`config.mk`:
```
export PLATFORM = sky130hd
export DESIGN_NAME = task_scheduler_semaphore_engine
export DESIGN_NICKNAME = d
export VERILOG_FILES = /design/src/design/tse_pkg.sv /design/src/design/task_scheduler_semaphore_engine.sv /design/src/design/tse_ctrl.sv /design/src/design/tse_dp.sv
export VERILOG_INCLUDE_DIRS = /design/src /design/src/design
export SDC_FILE = /design/constraint.sdc
export NUM_CORES = 1
export LEC_CHECK = 0
export ABC_AREA = 1
export BUFFER_PORTS_ARGS = -buffer_cell sky130_fd_sc_hd__buf_2
export CORE_MARGIN = 2
export CORE_UTILIZATION = 35
export DETAILED_ROUTE_END_ITERATION = 16
export RECOVER_POWER = 100
export SYNTH_ARGS = -nofsm -noshare
export SYNTH_HDL_FRONTEND = slang
export SYNTH_SLANG_ARGS = --single-unit
```
`constraint.sdc`:
```
create_clock -name clk -period 4.6 [get_ports clk]
set_input_delay 0 -clock clk [delete_from_list [all_inputs] [get_ports clk]]
set_output_delay 0 -clock clk [all_outputs]
set_load 0.02 [all_outputs]
```
`src/design/task_scheduler_semaphore_engine_macros.svh`:
```
// Assertion macros for the task scheduler semaphore engine.
`ifndef TASK_SCHEDULER_SEMAPHORE_ENGINE_MACROS_SVH
`define TASK_SCHEDULER_SEMAPHORE_ENGINE_MACROS_SVH
// Implication checked on every clock edge outside reset.
`define TSE_ASSERT_IMP(label, clk, rst_n, ante, cons) \
  label: assert property (@(posedge clk) disable iff (!rst_n) (ante) |-> (cons)) \
    else $error("assertion failed");
// Plain invariant checked on every clock edge.
`define TSE_ASSERT_ALWAYS(label, clk, cond) \
  label: assert property (@(posedge clk) (cond)) else $error("assertion failed");
`endif

```
`src/design/tse_pkg.sv`:
```
// Shared types and constants for the task scheduler semaphore engine.
package tse_pkg;
  localparam int TASK_COUNT_DEF = 32;
  localparam int SEM_COUNT_DEF  = 16;
  localparam int CPU_COUNT_DEF  = 8;
  localparam int COUNT_MAX_DEF  = 255;

  localparam logic [2:0] OP_CREATE   = 3'd0;
  localparam logic [2:0] OP_TEARDOWN = 3'd1;
  localparam logic [2:0] OP_SCHEDULE = 3'd2;
  localparam logic [2:0] OP_TRAP     = 3'd3;
  localparam logic [2:0] OP_SEMINIT  = 3'd4;
  localparam logic [2:0] OP_SEMWAIT  = 3'd5;
  localparam logic [2:0] OP_SEMSIG   = 3'd6;

  localparam logic [1:0] ST_OK      = 2'd0;
  localparam logic [1:0] ST_BLOCKED = 2'd1;
  localparam logic [1:0] ST_IDLE    = 2'd2;
  localparam logic [1:0] ST_ERROR   = 2'd3;

  localparam logic [2:0] TS_FREE     = 3'd0;
  localparam logic [2:0] TS_RUNNABLE = 3'd1;
  localparam logic [2:0] TS_RUNNING  = 3'd2;
  localparam logic [2:0] TS_WAITING  = 3'd3;
  localparam logic [2:0] TS_DEAD     = 3'd4;

  // controller -> datapath commands
  typedef struct packed {
    logic load;    // capture input word
    logic exec;    // perform the operation
    logic finish;  // emit result
  } tse_cmd_t;

  // datapath -> controller status
  typedef struct packed {
    logic done;
  } tse_stat_t;
endpackage

```
`src/design/task_scheduler_semaphore_engine.sv`:
```
// Top level of the task scheduler semaphore engine.
//  channel | ports                                   | handshake
//  input   | in_opcode in_cpu in_task_id in_sem_id    | start & !busy
//          | in_init_value                           |
//  result  | out_status out_task_valid out_task_out  | out_valid strobe, 1 cycle
// The result strobe rises after a word is accepted and has passed load, two execute steps
// over the link tables (the schedule pop and signal requeue need the second) and result.
// busy stays high until the strobe cycle ends, so a new word waits for the last result.
// Synchronous active-low reset clears task states, counts and valid bits at once.
// The result cannot be stalled.
`include "task_scheduler_semaphore_engine_macros.svh"
module task_scheduler_semaphore_engine #(
  parameter int TASK_COUNT = tse_pkg::TASK_COUNT_DEF,
  parameter int SEM_COUNT  = tse_pkg::SEM_COUNT_DEF,
  parameter int CPU_COUNT  = tse_pkg::CPU_COUNT_DEF,
  parameter int COUNT_MAX  = tse_pkg::COUNT_MAX_DEF
) (
  input  logic       clk,
  input  logic       rst_n,
  input  logic       start,
  output logic       busy,
  input  logic [2:0] in_opcode,
  input  logic [2:0] in_cpu,
  input  logic [4:0] in_task_id,
  input  logic [3:0] in_sem_id,
  input  logic [7:0] in_init_value,
  output logic       out_valid,
  output logic [1:0] out_status,
  output logic       out_task_valid,
  output logic [4:0] out_task_out
);
  tse_pkg::tse_cmd_t  cmd;
  tse_pkg::tse_stat_t stat;
  logic ctl_busy;
  logic ctl_start;

  // no new word while the previous result is on the ports
  assign ctl_start = start & ~out_valid;

  tse_ctrl u_ctrl (
    .clk(clk), .rst_n(rst_n), .start(ctl_start), .busy(ctl_busy), .cmd(cmd), .stat(stat)
  );

  tse_dp #(
    .TASK_COUNT(TASK_COUNT), .SEM_COUNT(SEM_COUNT),
    .CPU_COUNT(CPU_COUNT), .COUNT_MAX(COUNT_MAX)
  ) u_dp (
    .clk(clk), .rst_n(rst_n), .cmd(cmd), .stat(stat),
    .in_opcode(in_opcode), .in_cpu(in_cpu), .in_task_id(in_task_id),
    .in_sem_id(in_sem_id), .in_init_value(in_init_value),
    .out_valid(out_valid), .out_status(out_status),
    .out_task_valid(out_task_valid), .out_task_out(out_task_out)
  );

  // hold busy through the strobe cycle
  assign busy = ctl_busy | out_valid;

  `TSE_ASSERT_IMP(a_idle_status, clk, rst_n, out_valid && out_status == tse_pkg::ST_IDLE, !out_task_valid)
  `TSE_ASSERT_IMP(a_block_status, clk, rst_n, out_valid && out_status == tse_pkg::ST_BLOCKED, !out_task_valid)
  `TSE_ASSERT_IMP(a_one_strobe, clk, rst_n, out_valid, !$past(out_valid))
endmodule

```
`src/design/tse_ctrl.sv`:
```
// Controller state machine sequencing load, execute and result.
module tse_ctrl (
  input  logic               clk,
  input  logic               rst_n,
  input  logic               start,
  output logic               busy,
  output tse_pkg::tse_cmd_t  cmd,
  input  tse_pkg::tse_stat_t stat
);
  typedef enum logic [3:0] {
    S_IDLE = 4'b0001,
    S_LOAD = 4'b0010,
    S_EXEC = 4'b0100,
    S_DONE = 4'b1000
  } state_t;

  state_t state_r, state_nxt;

  always_comb begin
    state_nxt = state_r;
    case (state_r)
      S_IDLE: if (start) state_nxt = S_LOAD;
      S_LOAD: state_nxt = S_EXEC;
      S_EXEC: if (stat.done) state_nxt = S_DONE;
      S_DONE: state_nxt = S_IDLE;
      default: state_nxt = S_IDLE;
    endcase
  end

  always_ff @(posedge clk) begin
    if (!rst_n) state_r <= S_IDLE;
    else state_r <= state_nxt;
  end

  assign busy       = (state_r != S_IDLE);
  assign cmd.load   = (state_r == S_IDLE) && start;
  assign cmd.exec   = (state_r == S_EXEC);
  assign cmd.finish = (state_r == S_DONE);
endmodule

```
`src/design/tse_dp.sv`:
```
// Datapath: task tables, queue links, semaphore counts and CPU slots.
module tse_dp #(
  parameter int TASK_COUNT = tse_pkg::TASK_COUNT_DEF,
  parameter int SEM_COUNT  = tse_pkg::SEM_COUNT_DEF,
  parameter int CPU_COUNT  = tse_pkg::CPU_COUNT_DEF,
  parameter int COUNT_MAX  = tse_pkg::COUNT_MAX_DEF
) (
  input  logic               clk,
  input  logic               rst_n,
  input  tse_pkg::tse_cmd_t  cmd,
  output tse_pkg::tse_stat_t stat,
  input  logic [2:0]         in_opcode,
  input  logic [2:0]         in_cpu,
  input  logic [4:0]         in_task_id,
  input  logic [3:0]         in_sem_id,
  input  logic [7:0]         in_init_value,
  output logic               out_valid,
  output logic [1:0]         out_status,
  output logic               out_task_valid,
  output logic [4:0]         out_task_out
);
  localparam int TW = (TASK_COUNT > 1) ? $clog2(TASK_COUNT) : 1;
  localparam int QN = SEM_COUNT + 1;
  localparam int QW = $clog2(QN + 1);
  localparam int CW = (CPU_COUNT > 1) ? $clog2(CPU_COUNT) : 1;
  localparam int SW = (SEM_COUNT > 1) ? $clog2(SEM_COUNT) : 1;
  localparam int NW = $clog2(COUNT_MAX + 1) + 1;
  localparam logic [QW-1:0] RUNQ = QW'(SEM_COUNT);
  localparam logic signed [NW-1:0] CMAX = NW'(COUNT_MAX);
  localparam logic signed [NW-1:0] CMIN = -CMAX - NW'(1);

  // task state, small enough for flip-flops with reset
  logic [2:0]    tstate_r [TASK_COUNT];
  logic [TW-1:0] nxt_r    [TASK_COUNT];
  logic [TW-1:0] prv_r    [TASK_COUNT];
  logic [TW-1:0] qfirst_r [QN];
  logic [TW-1:0] qlast_r  [QN];
  logic [QN-1:0] qne_r;
  logic signed [NW-1:0] cnt_r [SEM_COUNT];
  logic [TW-1:0] run_r    [CPU_COUNT];
  logic [CPU_COUNT-1:0] rv_r;

  logic [2:0] op_r;
  logic [7:0] cpu_r, tid_r, sid_r;
  logic [7:0] iv_r;
  // micro-step within exec: 0 first half, 1 second half
  logic       step_r;

  logic [1:0]    st_r;
  logic          tv_r;
  logic [TW-1:0] to_r;
  logic          ov_r;

  // decoded indices
  logic cpu_ok, tid_ok, sid_ok;
  logic [CW-1:0] c;
  logic [TW-1:0] t;
  logic [SW-1:0] s;
  assign cpu_ok = 32'(cpu_r) < CPU_COUNT;
  assign tid_ok = 32'(tid_r) < TASK_COUNT;
  assign sid_ok = 32'(sid_r) < SEM_COUNT;
  assign c = CW'(cpu_r);
  assign t = TW'(tid_r);
  assign s = SW'(sid_r);

  assign stat.done = step_r;

  // running task of the selected CPU
  logic [TW-1:0] rt;
  assign rt = run_r[c];

  always_ff @(posedge clk) begin
    if (!rst_n) begin
      for (int i = 0; i < TASK_COUNT; i++) tstate_r[i] <= tse_pkg::TS_FREE;
      for (int i = 0; i < SEM_COUNT; i++) cnt_r[i] <= '0;
      qne_r  <= '0;
      rv_r   <= '0;
      step_r <= 1'b0;
      ov_r   <= 1'b0;
    end else begin
      ov_r <= cmd.finish;
      if (cmd.load) begin
        op_r   <= in_opcode;
        cpu_r  <= 8'(in_cpu);
        tid_r  <= 8'(in_task_id);
        sid_r  <= 8'(in_sem_id);
        iv_r   <= in_init_value;
        step_r <= 1'b0;
        st_r   <= tse_pkg::ST_ERROR;
        tv_r   <= 1'b0;
        to_r   <= '0;
      end else if (cmd.exec && !step_r) begin
        // step 0: everything except the schedule pop and the signal requeue
        step_r <= 1'b1;
        case (op_r)
          tse_pkg::OP_CREATE: begin
            if (tid_ok && (tstate_r[t] == tse_pkg::TS_FREE ||
                           tstate_r[t] == tse_pkg::TS_DEAD)) begin
              tstate_r[t] <= tse_pkg::TS_RUNNABLE;
              if (!qne_r[RUNQ]) begin
                qfirst_r[RUNQ] <= t;
                qne_r[RUNQ] <= 1'b1;
              end else begin
                nxt_r[qlast_r[RUNQ]] <= t;
                prv_r[t] <= qlast_r[RUNQ];
              end
              qlast_r[RUNQ] <= t;
              st_r <= tse_pkg::ST_OK;
            end
          end
          tse_pkg::OP_TEARDOWN: begin
            if (tid_ok && tstate_r[t] == tse_pkg::TS_RUNNABLE) begin
              if (qfirst_r[RUNQ] == t && qlast_r[RUNQ] == t) qne_r[RUNQ] <= 1'b0;
              else if (qfirst_r[RUNQ] == t) qfirst_r[RUNQ] <= nxt_r[t];
              else if (qlast_r[RUNQ] == t) qlast_r[RUNQ] <= prv_r[t];
              else begin
                nxt_r[prv_r[t]] <= nxt_r[t];
                prv_r[nxt_r[t]] <= prv_r[t];
              end
              tstate_r[t] <= tse_pkg::TS_DEAD;
              st_r <= tse_pkg::ST_OK;
            end else if (tid_ok && tstate_r[t] == tse_pkg::TS_RUNNING) begin
              for (int i = 0; i < CPU_COUNT; i++)
                if (rv_r[i] && run_r[i] == t) rv_r[i] <= 1'b0;
              tstate_r[t] <= tse_pkg::TS_DEAD;
              st_r <= tse_pkg::ST_OK;
            end
          end
          tse_pkg::OP_SCHEDULE: begin
            // requeue the running task; pop happens in step 1
            if (cpu_ok && rv_r[c]) begin
              if (tstate_r[rt] == tse_pkg::TS_RUNNING) begin
                tstate_r[rt] <= tse_pkg::TS_RUNNABLE;
                if (!qne_r[RUNQ]) begin
                  qfirst_r[RUNQ] <= rt;
                  qne_r[RUNQ] <= 1'b1;
                end else begin
                  nxt_r[qlast_r[RUNQ]] <= rt;
                  prv_r[rt] <= qlast_r[RUNQ];
                end
                qlast_r[RUNQ] <= rt;
              end
              rv_r[c] <= 1'b0;
            end
          end
          tse_pkg::OP_TRAP: begin
            if (cpu_ok && rv_r[c]) begin
              st_r <= tse_pkg::ST_OK;
              tv_r <= 1'b1;
              to_r <= rt;
            end
          end
          tse_pkg::OP_SEMINIT: begin
            if (sid_ok && !qne_r[QW'(s)]) begin
              cnt_r[s] <= (32'(iv_r) > COUNT_MAX) ? CMAX : NW'(iv_r);
              st_r <= tse_pkg::ST_OK;
            end
          end
          tse_pkg::OP_SEMWAIT: begin
            if (sid_ok && cpu_ok) begin
              if (cnt_r[s] <= 0) begin
                if (rv_r[c] && tstate_r[rt] == tse_pkg::TS_RUNNING) begin
                  tstate_r[rt] <= tse_pkg::TS_WAITING;
                  if (!qne_r[QW'(s)]) begin
                    qfirst_r[QW'(s)] <= rt;
                    qne_r[QW'(s)] <= 1'b1;
                  end else begin
                    nxt_r[qlast_r[QW'(s)]] <= rt;
                    prv_r[rt] <= qlast_r[QW'(s)];
                  end
                  qlast_r[QW'(s)] <= rt;
                  rv_r[c] <= 1'b0;
                  st_r <= tse_pkg::ST_BLOCKED;
                  if (cnt_r[s] != CMIN) cnt_r[s] <= cnt_r[s] - NW'(1);
                end
              end else begin
                st_r <= tse_pkg::ST_OK;
                cnt_r[s] <= cnt_r[s] - NW'(1);
              end
            end
          end
          tse_pkg::OP_SEMSIG: begin
            // pop waiter here; append to run queue in step 1
            if (sid_ok) begin
              if (qne_r[QW'(s)]) begin
                to_r <= qfirst_r[QW'(s)];
                tv_r <= 1'b1;
                if (qlast_r[QW'(s)] == qfirst_r[QW'(s)]) qne_r[QW'(s)] <= 1'b0;
                else qfirst_r[QW'(s)] <= nxt_r[qfirst_r[QW'(s)]];
              end
              if (cnt_r[s] < CMAX) cnt_r[s] <= cnt_r[s] + NW'(1);
              st_r <= tse_pkg::ST_OK;
            end
          end
          default: ;
        endcase
      end else if (cmd.exec && step_r) begin
        step_r <= 1'b0;
        if (op_r == tse_pkg::OP_SCHEDULE && cpu_ok) begin
          if (!qne_r[RUNQ]) st_r <= tse_pkg::ST_IDLE;
          else begin
            if (qlast_r[RUNQ] == qfirst_r[RUNQ]) qne_r[RUNQ] <= 1'b0;
            else qfirst_r[RUNQ] <= nxt_r[qfirst_r[RUNQ]];
            tstate_r[qfirst_r[RUNQ]] <= tse_pkg::TS_RUNNING;
            run_r[c] <= qfirst_r[RUNQ];
            rv_r[c]  <= 1'b1;
            st_r <= tse_pkg::ST_OK;
            tv_r <= 1'b1;
            to_r <= qfirst_r[RUNQ];
          end
        end else if (op_r == tse_pkg::OP_SEMSIG && tv_r) begin
          tstate_r[to_r] <= tse_pkg::TS_RUNNABLE;
          if (!qne_r[RUNQ]) begin
            qfirst_r[RUNQ] <= to_r;
            qne_r[RUNQ] <= 1'b1;
          end else begin
            nxt_r[qlast_r[RUNQ]] <= to_r;
            prv_r[to_r] <= qlast_r[RUNQ];
          end
          qlast_r[RUNQ] <= to_r;
        end
      end
    end
  end

  assign out_valid      = ov_r;
  assign out_status     = st_r;
  assign out_task_valid = tv_r;
  assign out_task_out   = 5'(to_r);
endmodule
```
==> metrics.txt <==
outcome=finished with violations; failing checks=max-capacitance violations, max-slew violations; min Tclk post-route=4.39 ns; Hold WC Path Type=in2reg; final worst slack=0.208 ns; warnings from Yosys=0; gpl congestion=0.964; combinational share of power=0.126; RSZ-0062 raised after global routing=no; biggest cell delay along the critical path=0.81 ns; clock power share=0.407; Worst-Skew Late Latency=0.70 ns; Final Util=0.397; Sw Ratio=0.273; top_reg_cell synth=edfxtp_1; Post-Syn Area=42000 um^2; Post-Syn Instances=4382; CP bufs+invs=7; Die X=approximately 350 um; Sequential Area=between 20000 and 25000 um^2; number of synthesized flops with an enable pin=801; Core Area=119000 um^2; setup TNS=0 ns; H-tree Lvls=3; area of the multi-input gates=14700 um^2; Clock Skews=around 0.08 ns; root buffer cell=clkbuf_16; Routed Antenna Nets=0; CTS max path bufs=3; register area share after synthesis=0.593; FP Rows=127; Pwr Density=a little under 400 nW/um^2; syn_nets=4410; final WL=between 100000 and 150000 um; Async SR Flop Fraction=0; total CTS buffers=94; vias in the first global route=between 30000 and 40000; height of the die=350 um; initial antenna violation count=2; GR Util All Layers=0.210; Synth Area in Simple Gates=0.191; register clock-pin slew on the reported worst setup and hold paths=0.07 ns; Crit Path Class=reg2reg; Area Growth Syn to Fin=12.9%; CTS tree=done; number of fill cells in the layout=around 12000; wire length per cell=around 22 um; CP max stage cell=clkbuf_1; HPWL Detailed=roughly 88000 um; mean post-synth cell area=around 9.6 um^2; CP max FO=15; CP Data Required Time=4.91 ns; Max Cap Viol=1; number of distinct library cells after synthesis=64; Rel. slew slack=-0.186; WP data arrival=4.70 ns; # clock sinks=844; VDD IR-drop max=roughly 0.00026 V; Final Power=18.3 mW; #FFs+latches synth=844; first-pass GRT wire length=198000 um; final period utilization=0.955; Hold Fails Final Rpt=0; Final setup viols=0; multiplexer share of the synthesized area=0.000268; CP delay by family, top=buffers and inverters; largest net degree at the start of global routing=122; DR vias/cell=5.64; Synth Area in Compound Gates=0.153; Die ar.=123000 um^2; layout cells sized above 1=0.0876; nets=4470; switching pwr=5.00 mW; drt first pass iters=6; Post-route DRC=0; vias post-DR=34610; Least-Margin Pin Slew=1.78 ns; Slew Viols, Final=33; Max Fclk=228 MHz; CP Cell Sequence=clkbuf_1, inv_1, clkbuf_1, nand2_1, nand4_1, nor4_1, buf_4, inv_1, buf_4, nand2_1, nor2_1, nor2_1, nand3_1, nand3_1, nand2_1, buf_4, nand3_2, nor2_1; P_leak=around 17 nW; Seq pwr share=0.466; I/O Buffers=35; internal power=13.3 mW; Min Hold Slack=0.0525 ns; pre-CTS setup slack=approximately 0.19 ns; synthesized-area fraction occupied by adder cells=0.000596; XOR/XNOR Fraction of Synth Area=0.00730; CP Launch Type=register; io pins=36; GRT Residual Overflow=0; Worst setup EP type=register; starting density of the core=0.352; main combinational cell family by area after synthesis=simple AND/OR/NAND/NOR gates; initial drt markers=4254
## metal layers
metal | wire length, um | share of wire | global-route usage | vias to the layer above
met3 | 12400 | 0.093 | 0.0324 | 332
met4 | 4580 | 0.034 | 0.0801 | 2
li1 | - | - | - | 15703
met1 | 55200 | 0.42 | 0.291 | 16674
met2 | 60700 | 0.46 | 0.333 | 1899
met5 | 7 | 0.000053 | 0 | -
## sequential cells by signal, summed over array words and instances, names as in the netlist, 2 cells and up, named ones only
register,cells
u_dp.tstate_r,96
u_dp.qfirst_r,85
u_dp.iv_r,8
u_dp.rv_r,8
u_dp.sid_r,4
u_dp.cnt_r,144
u_dp.cpu_r,3
u_ctrl.state_r,4
u_dp.qlast_r,85
u_dp.out_status,2
u_dp.op_r,3
u_dp.prv_r,160
u_dp.nxt_r,160
u_dp.run_r,40
u_dp.out_task_out,5
u_dp.tid_r,5
## what timing repair did
item	4_1_cts	5_1_grt
gates resized for setup	0	5
endpoints found under the setup margin	0	77
hold buffers	27	0
hold endpoints to repair	55	0
buffers inserted	0	1
## power groups by stage
stage / combinational, mW / sequential (mW) / clock, mW
2_1_floorplan: 1.47 / 8.65 / 0
3_3_place_gp: 2.24 / 8.69 / 0
3_5_place_dp: 2.25 / 8.69 / 0
4_1_cts: 2.28 / 8.53 / 7.56
5_1_grt: 2.50 / 8.54 / 7.83
6_report: 2.32 / 8.54 / 7.46
## worst paths after layout
check,slack (ns),cells after the start,end,startpoint
setup / recovery,0.21,18,u_dp.prv_r[21][2],u_dp.qfirst_r[16][3]
hold / removal,0.05,2,u_dp.iv_r[2],in_init_value[2]
setup reg to reg,0.21,18,u_dp.prv_r[21][2],u_dp.qfirst_r[16][3]
hold reg to reg,0.46,1,u_dp.out_valid,u_ctrl.state_r[1]
## Yosys cell counts (all sizes together), types with 10 or more instances
| cell | instances | area, um^2 |
|---|---|---|
| nor2 | 722 | 2810 |
| nor3b | 33 | 248 |
| nand2 | 697 | 2770 |
| xor2 | 27 | 236 |
| edfxtp | 801 | 24100 |
| o311ai | 13 | 114 |
| clkinv | 12 | 46.3 |
| clkbuf | 154 | 578 |
| o221ai | 98 | 858 |
| o21ai | 576 | 2920 |
| nand4 | 17 | 134 |
| o22ai | 38 | 238 |
| a21oi | 229 | 1160 |
| and3 | 18 | 113 |
| buf | 127 | 732 |
| o211ai | 79 | 593 |
| nor3 | 32 | 176 |
| dfxtp | 43 | 861 |
| o21a | 11 | 82.6 |
| nor4 | 10 | 83.8 |
| inv | 251 | 947 |
| a31oi | 18 | 113 |
| a211oi | 11 | 82.6 |
| nand3 | 321 | 1680 |
## stage by stage
step / cells / cell area (um^2)
2_1_floorplan: 4382 / 42000
3_3_place_gp: 5930 / 44400
3_5_place_dp: 5930 / 44400
4_1_cts: 6131 / 47800
5_1_grt: 6132 / 47400
6_report: 6133 / 47400
## cells by family (layout without fill, tap and decap cells)
group / after synthesis / after routing
AO/OA/AOI/OAI: 1102 / 1102
XOR/XNOR: 35 / 35
adder cells (fa/ha/maj): 2 / 2
buffers and inverters: 544 / 682
flip-flops: 844 / 844
multiplexers: 1 / 1
other: 0 / 1
AND/OR/NAND/NOR: 1854 / 1854
## final cells by class
type,instances,share of cell area
well taps,1612,0.0425
clock inverters,62,0.0129
multi-input cells,2994,0.310
repair buffers,245,0.0368
clock buffers,112,0.0514
flip-flops and latches,844,0.525
diodes,1,0.0000527
inverters,263,0.0211
## placed cells by master (no fill, tap or decap), types with 14 or more instances in the layout
cell type / count
clkbuf_2: 35
o221ai_1: 98
o21ai_1: 15
o21ai_0: 552
dlygate4sd3_1: 27
o22ai_1: 38
clkinv_1: 28
a31oi_1: 18
a21oi_1: 226
nor3_1: 31
clkinv_2: 14
nand3_1: 309
inv_1: 235
buf_4: 100
nor3b_1: 33
nand4_1: 14
and3_1: 18
nor2_1: 702
clkbuf_16: 95
edfxtp_1: 801
o211ai_1: 79
xor2_1: 27
nand2_1: 683
clkbuf_1: 69
dfxtp_1: 37
## worst reg2reg max path, delay by kind of cell (launching register included)
family        cells  cell delay, ns
simple gates     11            1.76
flops             1            0.38
buf+inv           7            1.87
(Power assumes the default switching activity.)
